`src/rtl/core/dpmst_ram.sv`:
```
// Generic single-clock RAM: one write port, one read port, registered read data.
// Stand-alone, no package use.
`timescale 1ns / 1ps

module dpmst_ram #(
  parameter int Depth = 64,
  parameter int Width = 16
) (
  input  logic                     clk_i,
  input  logic                     we_i,
  input  logic [$clog2(Depth)-1:0] waddr_i,
  input  logic [Width-1:0]         wdata_i,
  input  logic                     re_i,
  input  logic [$clog2(Depth)-1:0] raddr_i,
  output logic [Width-1:0]         rdata_o
);

  logic [Width-1:0] mem_q [Depth];
  logic [Width-1:0] rdata_q;

  // Write port
  always_ff @(posedge clk_i) begin
    if (we_i) begin
      mem_q[waddr_i] <= wdata_i;
    end
  end

  // Read port, read data registered while re_i is high
  always_ff @(posedge clk_i) begin
    if (re_i) begin
      rdata_q <= mem_q[raddr_i];
    end
  end

  assign rdata_o = rdata_q;

endmodule

```
`config.mk`:
```
export PLATFORM = sky130hd
export DESIGN_NAME = dpmst_ram
export DESIGN_NICKNAME = d
export VERILOG_FILES = /design/src/rtl/core/dpmst_ram.sv
export SDC_FILE = /design/constraint.sdc
export NUM_CORES = 1
export LEC_CHECK = 0
export BUFFER_PORTS_ARGS = -buffer_cell sky130_fd_sc_hd__buf_2
export CAP_MARGIN = 20
export CORE_UTILIZATION = 55
export CTS_CLUSTER_SIZE = 24
export DETAILED_ROUTE_END_ITERATION = 8
export GPL_TIMING_DRIVEN = 0
export PLACE_DENSITY = 0.71
export SKIP_CTS_REPAIR_TIMING = 1
export SLEW_MARGIN = 20
export SYNTH_ARGS = -nofsm -noshare
export SYNTH_HDL_FRONTEND = slang
export SYNTH_SLANG_ARGS = --single-unit
```
`constraint.sdc`:
```
create_clock -name clk_i -period 3.03 [get_ports clk_i]
set_input_delay 0.1515 -clock clk_i [delete_from_list [all_inputs] [get_ports clk_i]]
set_output_delay 0.1515 -clock clk_i [all_outputs]
set_load 0.02 [all_outputs]
```
==> results.md <==
- Hold Path Class: input port to register
- Crit Reg-Reg Startpoint: mem_q[23][15]$_DFFE_PP_
- IO Port Bufs: 39
- Unrepaired setup endpoints after global routing: false
- Static leakage: between 10 and 15 nW
- Final Hold Viols: 0
- Post-synth top area share: 77.7%
- Ranking of synthesized cells by area: edfxtp_1 78%, mux4_2 12%, mux2i_1 2.1%
- Count leader, synth: edfxtp_1
- Top post-synthesis cells by count: 1,040 x edfxtp_1, 220 x mux4_2, 85 x mux2i_1
- Drt initial violations: roughly 2,800
- Reg-to-Reg End: rdata_o[15]$_DFFE_PP_
- Critical path class: register to register
- Clk slew on worst S/H paths: 0.06 ns
- Avg Cell Area, Syn: between 20 and 25 sq um
- Status: complete, no violations
- Largest net degree at the start of global routing: 65
- Syn Inst Count: around 1,800
- Final WL: about 99 mm
- Crit-path slowest cell: mux2i_1
- Avg WL per Cell: between 30 and 40 um
- Number of routed nets with antenna violations: 0
- Share of async-settable or async-resettable flops after synthesis: 0%
- Post-synth EDFFs: between 1,000 and 1,500
- Setup-failing EPs final: 0
- Core region area: around 72,000 sq um
- Clk buf depth: 3
- # fillers: 4,722
- Worst Hold Depth: 1
- Setup TNS: 0 ns
- Ratio of total power to cell area: ~660 nW/um^2
- Max-cap violations: 0
- Placed inst area: 42,700 sq um
- Die height: ~270 um
- Design area: approximately 46,000 sq um
- Die ar.: between 70,000 and 80,000 sq um
- Critical Path, Cell by Cell: mux4_2 -> mux2i_1 -> a22oi_1 -> a31oi_1 -> a311oi_1
- CP Launch Type: register
- R2R Setup Slk: ~0.52 ns
- #FFs+latches synth: between 1,000 and 1,500
- Total GRT Usage: 27.2%
- Critical Path AT: between 2 and 3 ns
- Vias: about 20,000
- Initial cell density of the core: between 50 and 60%
- Width of the die: about 270 um
- CTS tree: yes
- Worst hold start: wdata_i[6]
- Ys Warns: 0
- Proportion of layout cells with a drive suffix above 1: between 20 and 30%
- Initial antenna violation count: 4
- Kind of end point of the critical path: register
- Buf/Inv on CP: 0
- Max FO, Critical Path: 1
- GRT overflow: 0
- Cell taking the most area after synthesis: edfxtp_1
- Main synth FF type: edfxtp_1
- First-pass GRT wire length: 141 mm
- Max Clock Freq: between 300 and 400 MHz
- Critical Path RT: around 3.4 ns
- Final Core Density: between 60% and 70%
- Total CTS buffers: about 100
- DR pass1 iterations: 5
- Syn_nets: 1,860
- Post-route minimum period: about 2.5 ns
- Period utilization: between 80% and 90%
- Maximum vdd drop: between 500 and 600 uV
- Sequential cell area fraction in the yosys report: about 78%
- Cell Rows: 98
- Root buf cell: clkbuf_16
- Distinct cells, synth: 42
- Final slew viol count: 0
- Setup WS pre-CTS: -0.0135 ns
- Final Skew: around 0.028 ns
- Delay-heaviest family, CP: multiplexers
- Worst-Margin Slew: around 1.1 ns
- Reg2reg path depth: 5
- Synthesized area: 40,200 sq um
- Vias in the first global route: about 20,000
- Hold endpoint: mem_q[37][6]$_DFFE_PP_
- Slowest Stage Delay on Critical Path: 0.53 ns
- Rel. slew slack: slightly below 30%
- Final nets: between 2,000 and 2,500
- Residual DRC: 0
- H-tree levels: 3
- Routability-driven placement congestion ratio: just over 0.9
- DPL Wire Length: 64.6 mm
- Area Growth Syn to Fin: 14.4%
- Top Ports: 47
- Clock sinks: around 1,000
- Worst setup margin: around 0.52 ns
- Skew-Pair Late Insertion Delay: ~0.66 ns
- Via-to-Cell Ratio: about 6.5
worst register-to-register path: cells and delay by family, from the launching register on:
| kind | cells | cell delay [ns] |
|---|---|---|
| compound gates | 3 | 0.84 |
| mux | 2 | 1.03 |
| flops | 1 | 0.36 |
sequential cells by signal (all words and copies together), names as in the netlist:
register / flops
rdata_o: 16
mem_q: 1024
placed cells by master, fill, tap and decap left out, types with 16 or more instances in the layout:
cell type	n
a22oi_1	39
a221oi_1	16
nand2_1	59
clkbuf_16	105
nor2_2	64
edfxtp_1	1040
nor2b_1	30
nand3_1	24
clkbuf_1	48
mux4_2	220
buf_2	61
buf_4	31
buf_8	32
mux2i_1	85
clkinv_1	24
a21oi_1	17
mux2_2	27
buf_6	46
kinds of logic after synthesis:
group / Yosys count / share of synthesized area, %
simple gates: 220 / 2.64
flops: 1040 / 77.7
compound gates: 129 / 2.40
mux: 336 / 15.5
buf+inv: 104 / 1.82
how the worst max path moves through the flow:
stage               slack, ns  cells after the start                    start                      to
floorplan                0.84                      4               waddr_i[3]  mem_q[48][0]$_DFFE_PP_
global placement        -0.22                      3               waddr_i[4]  mem_q[49][0]$_DFFE_PP_
detailed placement      -0.01                      8               raddr_i[2]    rdata_o[9]$_DFFE_PP_
CTS                      0.60                      5  mem_q[22][15]$_DFFE_PP_   rdata_o[15]$_DFFE_PP_
global route             0.56                      5   mem_q[5][13]$_DFFE_PP_   rdata_o[13]$_DFFE_PP_
finish                   0.52                      5  mem_q[23][15]$_DFFE_PP_   rdata_o[15]$_DFFE_PP_
metrics by stage:
stage	total power, mW	std cells	hold slack, ns
after detailed placement	17.9	2883	0.581
after global routing	30.9	3067	0.0897
after global placement	17.8	2818	0.561
after CTS	30.3	3065	-0.117
final	30.2	3068	0.0896
after floorplan	17.1	1829	0.250
routing by layer:
layer | up-vias | track usage, % | wire, um
li1 | 8137 | - | -
met1 | 10600 | 37.6 | 37900
met3 | 247 | 6.00 | 9460
met5 | - | 0 | 27
met4 | 4 | 11.6 | 4650
met2 | 1144 | 42.3 | 47100
layout make-up:
type | count | area [sq um] | share of cell area, %
antenna | 1 | 2.50 | 0.00544
buffer | 104 | 733 | 1.59
clock buffer | 129 | 2720 | 5.91
clock inverter | 53 | 592 | 1.29
multi-input combinational | 685 | 8400 | 18.3
sequential | 1040 | 31200 | 67.9
tap | 950 | 1190 | 2.58
timing repair buffer | 106 | 1120 | 2.43
power by group:
part           switching [mW]  internal (mW)  total [mW]
sequential             0.0270           16.0        16.0
clock                    5.16           7.41        12.6
combinational            1.08          0.564        1.64
total                    6.26           23.9        30.2
Note: power is estimated with default switching activity, not from simulation.
