## src/rtl/core/dpmst_pkg.sv

```systemverilog
// Package for the dense Prim spanning tree budget checker.
// Holds sizes, codes and the word types shared by the core files.
// Depends on nothing.
`timescale 1ns / 1ps

package dpmst_pkg;

  // Graph and store sizes
  localparam int MaxNodes      = 64;
  localparam int WeightBits    = 16;
  localparam int NodeBits      = $clog2(MaxNodes);
  localparam int CntBits       = $clog2(MaxNodes + 1);
  localparam int StoreDepth    = MaxNodes * MaxNodes;
  localparam int StoreAddrBits = 2 * NodeBits;
  localparam int KeyBits       = WeightBits + 1;
  localparam int TotalBits     = 22;
  localparam logic [TotalBits-1:0] TotalMax = {TotalBits{1'b1}};
  localparam int BudgetBits    = 32;
  localparam int CfgIdxBits    = 1;

  // Configuration register indexes
  typedef enum logic [CfgIdxBits-1:0] {
    CfgNodeCount = 1'b0,
    CfgBudget    = 1'b1
  } cfg_reg_e;

  // One edge word
  typedef struct packed {
    logic [5:0]  from_node;
    logic [5:0]  to_node;
    logic [15:0] edge_weight;
    logic        last_edge;
  } in_word_t;

  // One result word
  typedef struct packed {
    logic                 feasible;
    logic [TotalBits-1:0] tree_weight;
  } out_word_t;

  // Access to the weight store
  typedef struct packed {
    logic                     we;
    logic [StoreAddrBits-1:0] waddr;
    logic [WeightBits-1:0]    wdata;
    logic                     re;
    logic [StoreAddrBits-1:0] raddr;
  } wram_req_t;

  // Access to the key store
  typedef struct packed {
    logic                we;
    logic [NodeBits-1:0] waddr;
    logic [KeyBits-1:0]  wdata;
    logic                re;
    logic [NodeBits-1:0] raddr;
  } kram_req_t;

endpackage

```

## src/rtl/core/dpmst_prim.sv

```systemverilog
// Sequencer of the checker: stores edge words into the weight store and runs
// dense Prim over the weight and key stores. Uses dpmst_pkg.
`timescale 1ns / 1ps

module dpmst_prim import dpmst_pkg::*; (
  input  logic                  clk_i,
  input  logic                  rst_ni,
  input  logic                  start,
  input  in_word_t              item_i,
  input  logic [CntBits-1:0]    node_count_i,
  input  logic [BudgetBits-1:0] budget_i,
  output logic                  busy,
  output wram_req_t             wram_req_o,
  input  logic [WeightBits-1:0] wram_rdata_i,
  output kram_req_t             kram_req_o,
  input  logic [KeyBits-1:0]    kram_rdata_i,
  output logic                  res_valid_o,
  output out_word_t             result_o
);

  typedef enum logic [6:0] {
    StIdle   = 7'b0000001,
    StMirror = 7'b0000010,
    StInit   = 7'b0000100,
    StPass   = 7'b0001000,
    StDrain  = 7'b0010000,
    StNext   = 7'b0100000,
    StDone   = 7'b1000000
  } state_e;

  state_e                state_q, state_d;
  in_word_t              item_q, item_d;
  logic [NodeBits-1:0]   pick_q, pick_d;
  logic [NodeBits-1:0]   v_q, v_d;
  logic [CntBits-1:0]    pass_q, pass_d;
  logic                  first_q, first_d;
  logic [MaxNodes-1:0]   in_tree_q, in_tree_d;
  logic                  rd_vld_q, rd_vld_d;
  logic [NodeBits-1:0]   rd_idx_q, rd_idx_d;
  logic                  min_found_q, min_found_d;
  logic [KeyBits-1:0]    min_key_q, min_key_d;
  logic [NodeBits-1:0]   min_idx_q, min_idx_d;
  logic [TotalBits-1:0]  total_q, total_d;
  logic                  res_valid_q, res_valid_d;
  out_word_t             result_q, result_d;

  logic                  accept;
  logic                  in_range_new, in_range_held;
  logic [KeyBits-1:0]    cand_key, new_key;
  logic                  take;
  logic [TotalBits:0]    sum;
  logic [CntBits-1:0]    last_idx;
  logic [BudgetBits:0]   need;

  assign busy   = (state_q != StIdle);
  assign accept = start && !busy;

  // Endpoints beyond the store are dropped
  assign in_range_new  = ({1'b0, item_i.from_node} < CntBits'(MaxNodes)) &&
                         ({1'b0, item_i.to_node} < CntBits'(MaxNodes));
  assign in_range_held = ({1'b0, item_q.from_node} < CntBits'(MaxNodes)) &&
                         ({1'b0, item_q.to_node} < CntBits'(MaxNodes));

  // Weight store port: both halves of the symmetric pair, then the Prim reads
  always_comb begin
    wram_req_o       = '0;
    wram_req_o.raddr = {pick_q, v_q};
    wram_req_o.re    = (state_q == StPass);
    if (accept) begin
      wram_req_o.we    = in_range_new;
      wram_req_o.waddr = {item_i.from_node[NodeBits-1:0], item_i.to_node[NodeBits-1:0]};
      wram_req_o.wdata = item_i.edge_weight[WeightBits-1:0];
    end else begin
      wram_req_o.we    = (state_q == StMirror) && in_range_held;
      wram_req_o.waddr = {item_q.to_node[NodeBits-1:0], item_q.from_node[NodeBits-1:0]};
      wram_req_o.wdata = item_q.edge_weight[WeightBits-1:0];
    end
  end

  // Data stage: relax the key of one node and track the minimum
  assign cand_key = {1'b0, wram_rdata_i};
  assign new_key  = (first_q || (cand_key < kram_rdata_i)) ? cand_key : kram_rdata_i;
  assign take     = rd_vld_q && !in_tree_q[rd_idx_q];

  // Key store: read as the row is issued, written back in the cycle after
  assign kram_req_o = '{we:    take,
                        waddr: rd_idx_q,
                        wdata: new_key,
                        re:    (state_q == StPass),
                        raddr: v_q};

  assign sum      = {1'b0, total_q} + (TotalBits + 1)'(min_key_q);
  assign last_idx = node_count_i - CntBits'(1);
  assign need     = (BudgetBits + 1)'(total_q) + (BudgetBits + 1)'(node_count_i);

  // Sequencer
  always_comb begin
    state_d     = state_q;
    item_d      = item_q;
    pick_d      = pick_q;
    v_d         = v_q;
    pass_d      = pass_q;
    first_d     = first_q;
    in_tree_d   = in_tree_q;
    rd_vld_d    = 1'b0;
    rd_idx_d    = rd_idx_q;
    min_found_d = min_found_q;
    min_key_d   = min_key_q;
    min_idx_d   = min_idx_q;
    total_d     = total_q;
    res_valid_d = 1'b0;
    result_d    = result_q;

    if (take && (!min_found_q || (new_key < min_key_q))) begin
      min_found_d = 1'b1;
      min_key_d   = new_key;
      min_idx_d   = rd_idx_q;
    end

    unique case (state_q)
      StIdle: begin
        if (start) begin
          item_d  = item_i;
          state_d = StMirror;
        end
      end
      StMirror: begin
        state_d = item_q.last_edge ? StInit : StIdle;
      end
      StInit: begin
        in_tree_d    = '0;
        in_tree_d[0] = 1'b1;
        pick_d       = '0;
        v_d          = '0;
        pass_d       = '0;
        first_d      = 1'b1;
        total_d      = '0;
        min_found_d  = 1'b0;
        state_d      = (node_count_i == CntBits'(1)) ? StDone : StPass;
      end
      StPass: begin
        rd_vld_d = 1'b1;
        rd_idx_d = v_q;
        if ({1'b0, v_q} == last_idx) begin
          state_d = StDrain;
        end else begin
          v_d = v_q + NodeBits'(1);
        end
      end
      StDrain: begin
        state_d = StNext;
      end
      StNext: begin
        total_d              = sum[TotalBits] ? TotalMax : sum[TotalBits-1:0];
        in_tree_d[min_idx_q] = 1'b1;
        pick_d               = min_idx_q;
        pass_d               = pass_q + CntBits'(1);
        first_d              = 1'b0;
        v_d                  = '0;
        min_found_d          = 1'b0;
        state_d              = ((pass_q + CntBits'(1)) == last_idx) ? StDone : StPass;
      end
      StDone: begin
        result_d.tree_weight = total_q;
        result_d.feasible    = ({1'b0, budget_i} >= need);
        res_valid_d          = 1'b1;
        state_d              = StIdle;
      end
      default: begin
        state_d = StIdle;
      end
    endcase
  end

  // Control state
  always_ff @(posedge clk_i or negedge rst_ni) begin
    if (!rst_ni) begin
      state_q     <= StIdle;
      in_tree_q   <= '0;
      rd_vld_q    <= 1'b0;
      res_valid_q <= 1'b0;
      total_q     <= '0;
    end else begin
      state_q     <= state_d;
      in_tree_q   <= in_tree_d;
      rd_vld_q    <= rd_vld_d;
      res_valid_q <= res_valid_d;
      total_q     <= total_d;
    end
  end

  // Working registers
  always_ff @(posedge clk_i) begin
    item_q      <= item_d;
    pick_q      <= pick_d;
    v_q         <= v_d;
    pass_q      <= pass_d;
    first_q     <= first_d;
    rd_idx_q    <= rd_idx_d;
    min_found_q <= min_found_d;
    min_key_q   <= min_key_d;
    min_idx_q   <= min_idx_d;
    result_q    <= result_d;
  end

  assign res_valid_o = res_valid_q;
  assign result_o    = result_q;

endmodule

```

## config.mk

```make
export PLATFORM = sky130hd
export DESIGN_NAME = dpmst_prim
export DESIGN_NICKNAME = d
export VERILOG_FILES = /design/src/rtl/core/dpmst_pkg.sv /design/src/rtl/core/dpmst_prim.sv
export SDC_FILE = /design/constraint.sdc
export NUM_CORES = 1
export LEC_CHECK = 0
export BUFFER_PORTS_ARGS = -buffer_cell sky130_fd_sc_hd__buf_2
export CAP_MARGIN = 20
export CORE_MARGIN = 2
export CORE_UTILIZATION = 25
export DETAILED_ROUTE_END_ITERATION = 8
export SKIP_CTS_REPAIR_TIMING = 1
export SLEW_MARGIN = 10
export SYNTH_ARGS = -nofsm -noshare
export SYNTH_HDL_FRONTEND = slang
export SYNTH_SLANG_ARGS = --single-unit
```

## constraint.sdc

```tcl
create_clock -name clk_i -period 4.1 [get_ports clk_i]
set_clock_uncertainty 0.05 [all_clocks]
set_input_delay 0.615 -clock clk_i [delete_from_list [all_inputs] [get_ports clk_i]]
set_output_delay 0.615 -clock clk_i [all_outputs]
set_load 0.01 [all_outputs]
```

==> impl_metrics.ini, run 1 <==
[grt]
track_usage_pct = 13.88
grt-ovfl-total = 0
grt_pass1_wl_um = 48550
initial_antenna_violation_count = 2
grt_max_degree = 71
number_of_global_route_vias_before_repair = 8678

[floorplan]
fp.dieArea_um2 = 45740
ioPinCount = 202
die_width_um = 213.9
chipHeight_um = 213.9
core_area_um2 = 43270
num_rows = 76
initial_core_util_pct = 25.45

[clock_network]
clkTransAtPathRegs_ns = 0.08
number_of_buffers_inserted_during_clock_tree_synthesis = 17
clock_tree.buffer_depth = 2
cts_tree = built
clock_insertion_delay_worst_skew_ns = 0.45
cts.root.buffer_cell = sky130_fd_sc_hd__clkbuf_16
cts_htree_levels = 4
tritoncts_num_sinks = 197

[final_layout]
mostFrequentLayoutCell = sky130_fd_sc_hd__buf_2
final_nets = 1479
finalCoreUtilization_pct = 31.69
syn_to_final_growth_pct = 24.52
post_route_cells_drive_above_1_share_pct = 26.61
layout_common_cells = sky130_fd_sc_hd__buf_2, sky130_fd_sc_hd__nand2_1, sky130_fd_sc_hd__a21oi_1
fillerInstances = 4486

[sta]
tightestPinTransition_ns = 1.056
finalCriticalPeriod_ns = 3.875
setup_viol = 0
timing.final.hold_violations = 0
achievable-frequency_mhz = 258.0
timing.final.max_slew_violations = 0
timing.hold.ws_ns = 0.04569
post-route-period-util_pct = 94.52
max-slew-margin-rel_pct = 29.05

[worst_hold_path]
holdCritPathClass = input pin to async pin

[route]
detail_route.first_pass.iterations = 5
drcViolationCount = 0
postRouteWirelength_um = 30910
dr.first_iter.drc_count = 584
post_drt_via_cell_ratio = 4.653
overall_via_count_from_detail_route = 8803
routed_wire_length_per_instance_um = 16.34
detail-route-antenna-nets = 0

[critical_path]
timing.reg2reg.setup_slack_ns = 0.22
worst_r2r_path_depth = 16
crit_path_start_kind = register
setup.worst_path.class = register to register
regToRegEndpoint = result_o[22]$_DFFE_PP_
regToRegStartpoint = total_q[0]$_DFFE_PN0P_
worst_endpoint_required_time_ns = 4.26
critical_path_arrival_ns = 4.03
path_max_fanout = 4
cp-end-kind = register

[yosys]
syn-mean-instance-area_um2 = 10.47
ys_warn_count = 0
synth_area_leader_cell = sky130_fd_sc_hd__edfxtp_1
synth_edf_count = 101
synth.yosys.seq_area_share_pct = 49.33
ys_dominant_reg_cell = sky130_fd_sc_hd__edfxtp_1
synth.cell_area_um2 = 11010
ys_top_cells_by_area = sky130_fd_sc_hd__edfxtp_1, sky130_fd_sc_hd__dfrtp_1, sky130_fd_sc_hd__ha_1, sky130_fd_sc_hd__a21oi_1, sky130_fd_sc_hd__nand2_1
synth-async-reset-ratio_pct = 48.22
count_of_cell_types_in_the_netlist = 76
synth_cells = 1052
synth_top_area_share_pct = 27.55
number_of_synthesized_register_bits = 197

[status]
outcome = finished clean

[pwr]
power_density_over_cell_area_nw_per_um2 = 354.4
peakVddDrop_v = 0.0003778
p_leak_nw = 6.173

[flow_run]
drv_cap = 0

[placed_design]
detailedPlacementHpwl_um = 23750
placement.io_buffers = 200
gp_congestion = 0.8639
-- how the worst max path moves through the flow --
stage	start	to	depth (start not counted)
finish	total_q[0]$_DFFE_PN0P_	result_o[22]$_DFFE_PP_	16
global route	total_q[0]$_DFFE_PN0P_	result_o[22]$_DFFE_PP_	16
CTS	total_q[0]$_DFFE_PN0P_	result_o[22]$_DFFE_PP_	16
detailed placement	kram_rdata_i[14]	min_idx_q[5]$_DFFE_PP_	16
global placement	kram_rdata_i[14]	min_idx_q[5]$_DFFE_PP_	16
floorplan	kram_rdata_i[14]	min_idx_q[0]$_DFFE_PP_	17
-- layout make-up --
type / instances / area (µm²) / area share, %
Multi-Input combinational cell: 763 / 5241 / 38.23
Timing Repair Buffer: 267 / 1539 / 11.22
Clock inverter: 13 / 135.1 / 0.9856
Antenna cell: 3 / 7.507 / 0.05475
Tap cell: 585 / 732.0 / 5.339
Sequential cell: 197 / 5433 / 39.62
Inverter: 45 / 168.9 / 1.232
Clock buffer: 19 / 454.2 / 3.313
-- synthesized netlist by cell type, drive strengths merged (5+ instances only) --
library cell  number
clkbuf            30
xor2              35
and2              10
nor2             105
dfrtp             94
nor3b              9
a31oi             15
nand4             11
o211ai             5
o21a               6
nor2b              9
xnor2             25
a21oi            111
ha                82
nand2b             8
mux4              16
inv               45
nor4               5
nand3             26
a21o              20
and3              15
nand2            127
a211oi             7
edfxtp           101
buf               19
nor3              14
o21ai             40
-- critical path: stages (launching register included) --
cell                        delay (ns)
sky130_fd_sc_hd__dfrtp_2          0.46
sky130_fd_sc_hd__ha_1             0.25
sky130_fd_sc_hd__inv_1            0.08
sky130_fd_sc_hd__fa_1             0.21
sky130_fd_sc_hd__nor2b_1          0.06
sky130_fd_sc_hd__o21a_1           0.20
sky130_fd_sc_hd__o21ai_0          0.31
sky130_fd_sc_hd__nand2b_1         0.09
sky130_fd_sc_hd__a21oi_1          0.18
sky130_fd_sc_hd__xor2_1           0.10
sky130_fd_sc_hd__ha_1             0.20
sky130_fd_sc_hd__or3_1            0.40
sky130_fd_sc_hd__a2111oi_2        0.42
sky130_fd_sc_hd__buf_4            0.17
sky130_fd_sc_hd__o21ai_0          0.16
sky130_fd_sc_hd__a21oi_1          0.19
sky130_fd_sc_hd__o21ai_0          0.10
-- kinds of logic (layout without fill, tap and decap cells) --
family / count (synthesis) / in the layout / share of synthesized area [%]
AND/OR/NAND/NOR: 359 / 359 / 15.73
AO/OA/AOI/OAI: 236 / 236 / 12.81
flip-flops: 197 / 197 / 49.33
buffers and inverters: 94 / 344 / 3.773
adder cells (fa/ha/maj): 84 / 84 / 9.682
XOR/XNOR: 60 / 60 / 4.909
multiplexers: 21 / 21 / 3.739
other: 1 / 6 / 0.03406
-- state kept, by name, summed over array words and instances, names as in the netlist --
signal	count
v_q	6
result_o	23
min_found_q	1
res_valid_o	1
in_tree_q	64
rd_idx_q	6
min_key_q	17
item_q	29
first_q	1
rd_vld_q	1
state_q	7
pick_q	6
pass_q	7
min_idx_q	6
total_q	22
-- routing by layer --
| metal | vias to the layer above | track usage (%) | routed length (µm) |
|---|---|---|---|
| met2 | 263 | 21.18 | 13880 |
| met4 | 0 | 4.574 | 535 |
| met3 | 27 | 2.812 | 1749 |
| met5 | - | 0 | 0 |
| met1 | 4241 | 19.62 | 14750 |
| li1 | 4272 | - | - |
-- metrics by stage --
step	cell area [µm²]	TNS (ns)	std cells	total power, mW	setup slack, ns
floorplan	11080	0	1054	2.790	0.005830
global placement	13060	-7.232	1854	3.186	-0.3170
detailed placement	13060	-8.630	1854	3.202	-0.3796
CTS	13650	0	1886	4.920	0.04650
global route	13710	-0.1751	1890	5.125	-0.04143
finish	13710	0	1892	4.860	0.2245
-- report_power, final --
group          switching, mW  internal [mW]
Combinational          0.546          0.365
Sequential            0.0482           2.20
Clock                  0.807          0.892
Total                   1.40           3.46
(Power assumes the default switching activity.)
==> run 2, diff against run 1 <==
--- a/config.mk
+++ b/config.mk
@@ -5,11 +5,12 @@
 export SDC_FILE = /design/constraint.sdc
 export NUM_CORES = 1
 export LEC_CHECK = 0
+export ABC_AREA = 1
 export BUFFER_PORTS_ARGS = -buffer_cell sky130_fd_sc_hd__buf_2
 export CAP_MARGIN = 20
-export CORE_MARGIN = 2
 export CORE_UTILIZATION = 25
 export DETAILED_ROUTE_END_ITERATION = 8
+export MAX_ROUTING_LAYER = met4
 export SKIP_CTS_REPAIR_TIMING = 1
 export SLEW_MARGIN = 10
 export SYNTH_ARGS = -nofsm -noshare
==> run 2 against run 1 <==
  * Worst hold slack improved by 0.047 ns
  * Synthesized cell count rose by 42%
  * Setup slack improved by 0.029 ns
  * Maximum frequency rose by 0.75%
  * Register-to-register slack improved by 0.03 ns
  * Sequential share of layout area fell by 1.9 points
  * Largest power group unchanged
  * Highest routed layer unchanged
==> impl_metrics.ini, run 2 <==
[route]
post_drt_via_cell_ratio = 4.637
drcViolationCount = 0
detail-route-antenna-nets = 0
routed_wire_length_per_instance_um = 15.65
dr.first_iter.drc_count = 829
postRouteWirelength_um = 36360
detail_route.first_pass.iterations = 7
overall_via_count_from_detail_route = 10770

[critical_path]
worst_r2r_path_depth = 15
timing.reg2reg.setup_slack_ns = 0.25
cp-end-kind = register
regToRegEndpoint = result_o[22]$_DFFE_PP_
crit_path_start_kind = register
critical_path_arrival_ns = 4.12
critical_path.cell_chain = ha_1, nand2_1, o21ai_0, a21oi_1, nor2_1, nand4_1, xor2_1, ha_1, nand2_1, inv_1, nand3_1, nor3_1, a21boi_0, o21ai_0, nand3_1
path_max_fanout = 5
setup.worst_path.class = register to register
path_delay_family = simple AND/OR/NAND/NOR gates
critical-path-slowest-cell = sky130_fd_sc_hd__a21boi_0
slowest_delay_ns = 0.45
worst_endpoint_required_time_ns = 4.37
critical_path_buf_inv_count = 1
regToRegStartpoint = total_q[6]$_DFFE_PN0P_

[floorplan]
chipHeight_um = 221.4
initial_core_util_pct = 25.25
fp.dieArea_um2 = 49010
ioPinCount = 202
num_rows = 80
core_area_um2 = 47650
die_width_um = 221.4

[yosys]
synth_top_area_share_pct = 25.21
ys_dominant_reg_cell = sky130_fd_sc_hd__edfxtp_1
synth_area_leader_cell = sky130_fd_sc_hd__edfxtp_1
ys_top_cells_by_area = sky130_fd_sc_hd__edfxtp_1, sky130_fd_sc_hd__dfrtp_1, sky130_fd_sc_hd__nand2_1, sky130_fd_sc_hd__ha_1, sky130_fd_sc_hd__o21ai_0
synth-async-reset-ratio_pct = 48.22
post-synth-top-count-cell = sky130_fd_sc_hd__nand2_1
ys_warn_count = 0
number_of_synthesized_register_bits = 197
synth_top_cells_by_count = sky130_fd_sc_hd__nand2_1, sky130_fd_sc_hd__o21ai_0, sky130_fd_sc_hd__nor2_1
synth_edf_count = 101
count_of_cell_types_in_the_netlist = 44
syn-mean-instance-area_um2 = 8.048
synth.cell_area_um2 = 12030
synth_cells = 1495
synth.yosys.seq_area_share_pct = 45.14

[sta]
achievable-frequency_mhz = 260.0
finalCriticalPeriod_ns = 3.846
timing.final.max_slew_violations = 0
post-route-period-util_pct = 93.82
max-slew-margin-rel_pct = 45.16
unrepaired_setup_endpoints_after_global_routing = no
finalSetupTns_ns = 0
tightestPinTransition_ns = 0.8227
timing.final.hold_violations = 0
setup_viol = 0

[clock_network]
cts.root.buffer_cell = sky130_fd_sc_hd__clkbuf_16
cts_htree_levels = 4
clock_insertion_delay_worst_skew_ns = 0.47
clkTransAtPathRegs_ns = 0.08
tritoncts_num_sinks = 197
number_of_buffers_inserted_during_clock_tree_synthesis = 17
clock_tree.buffer_depth = 2
cts_tree = built

[flow_run]
drv_cap = 0

[grt]
track_usage_pct = 15.35
grt_max_degree = 87
initial_antenna_violation_count = 1
grt_pass1_wl_um = 57070
grt-ovfl-total = 0
number_of_global_route_vias_before_repair = 10180

[worst_hold_path]
holdCritPathClass = input pin to async pin

[final_layout]
regMostFlops = in_tree_q
layout_common_cells = sky130_fd_sc_hd__nand2_1, sky130_fd_sc_hd__buf_2, sky130_fd_sc_hd__o21ai_0
fillerInstances = 5104
final_nets = 1881
post_route_cells_drive_above_1_share_pct = 16.18
finalCoreUtilization_pct = 30.19
largest_register_ff_count = 64
syn_to_final_growth_pct = 19.55
mostFrequentLayoutCell = sky130_fd_sc_hd__nand2_1

[placed_design]
placement.io_buffers = 200
detailedPlacementHpwl_um = 27150
gp_congestion = 0.9382

[pwr]
power_density_over_cell_area_nw_per_um2 = 353.6
peakVddDrop_v = 0.0003300
p_leak_nw = 6.841

[status]
outcome = finished clean
[run 2: changes by cell type after synthesis, moves of 15 or more]
| cell | previous run | this run |
|---|---|---|
| sky130_fd_sc_hd__and3_1 | 15 | 0 |
| sky130_fd_sc_hd__a31oi_1 | 15 | 0 |
| sky130_fd_sc_hd__nor2_1 | 105 | 134 |
| sky130_fd_sc_hd__o21ai_0 | 37 | 137 |
| sky130_fd_sc_hd__nand2_1 | 127 | 452 |
| sky130_fd_sc_hd__a21oi_1 | 111 | 66 |
| sky130_fd_sc_hd__inv_1 | 44 | 132 |
| sky130_fd_sc_hd__mux4_2 | 16 | 0 |
| sky130_fd_sc_hd__nand3_1 | 26 | 99 |
| sky130_fd_sc_hd__a21o_1 | 20 | 3 |
[run 2: kinds of logic after synthesis]
kind of cell,synth area share [%]
AO/OA/AOI/OAI,10.08
XOR/XNOR,3.640
adder cells (fa/ha/maj),8.860
buffers and inverters,6.510
flip-flops,45.14
other,0.03117
AND/OR/NAND/NOR,25.74
[run 2: per-stage QoR]
| step | instances | cell area, µm² | total power, mW | hold WS (ns) | setup slack, ns |
|---|---|---|---|---|---|
| floorplan | 1497 | 12040 | 2.965 | 0.2694 | 0.04272 |
| global placement | 2289 | 13770 | 3.357 | 0.3839 | 0.03880 |
| detailed placement | 2289 | 13770 | 3.379 | 0.3909 | 0.1149 |
| CTS | 2321 | 14380 | 5.143 | 0.09716 | 0.4022 |
| global route | 2322 | 14380 | 5.353 | 0.1325 | 0.03804 |
| finish | 2323 | 14380 | 5.086 | 0.09226 | 0.2535 |
[run 2: worst max-delay path by stage]
stage | start | endpoint | slack (ns) | cells past startpoint
after detailed placement | node_count_i[0] | result_o[22]$_DFFE_PP_ | 0.11 | 18
after global placement | node_count_i[0] | result_o[22]$_DFFE_PP_ | 0.04 | 18
after global routing | total_q[6]$_DFFE_PN0P_ | result_o[22]$_DFFE_PP_ | 0.04 | 15
after CTS | total_q[0]$_DFFE_PN0P_ | result_o[22]$_DFFE_PP_ | 0.40 | 17
after floorplan | kram_rdata_i[8] | min_idx_q[0]$_DFFE_PP_ | 0.04 | 18
final | total_q[6]$_DFFE_PN0P_ | result_o[22]$_DFFE_PP_ | 0.25 | 15
[run 2: cell type report]
class	count	area, µm²	area share (%)
well taps	615	769.5	5.350
diodes	2	5.005	0.03479
repair buffers	226	1211	8.420
flip-flops and latches	197	5431	37.76
clock inverters	15	186.4	1.296
multi-input cells	1114	5841	40.61
inverters	137	514.2	3.575
clock buffers	17	425.4	2.958
[run 2: metal layers]
layer | track usage [%] | routed length (µm)
met2 | 22.98 | 16250
met4 | 4.805 | 610
met5 | - | 0
met1 | 21.46 | 17880
met3 | 1.912 | 1615
[run 2: where the power goes]
| part | leakage, nW | internal (mW) | switching (mW) |
|---|---|---|---|
| sequential | 2.24 | 2.21 | 0.0628 |
| combinational | 4.30 | 0.384 | 0.673 |
| clock | 0.300 | 0.841 | 0.911 |
| total | 6.84 | 3.44 | 1.65 |
[run 2: worst register-to-register path: cells and delay by family (launching register included)]
kind	cells	cell delay, ns
buf+inv	1	0.08
xor+xnor	1	0.19
compound gates	4	0.95
simple gates	7	1.27
flops	1	0.44
fa+ha+maj	2	0.71
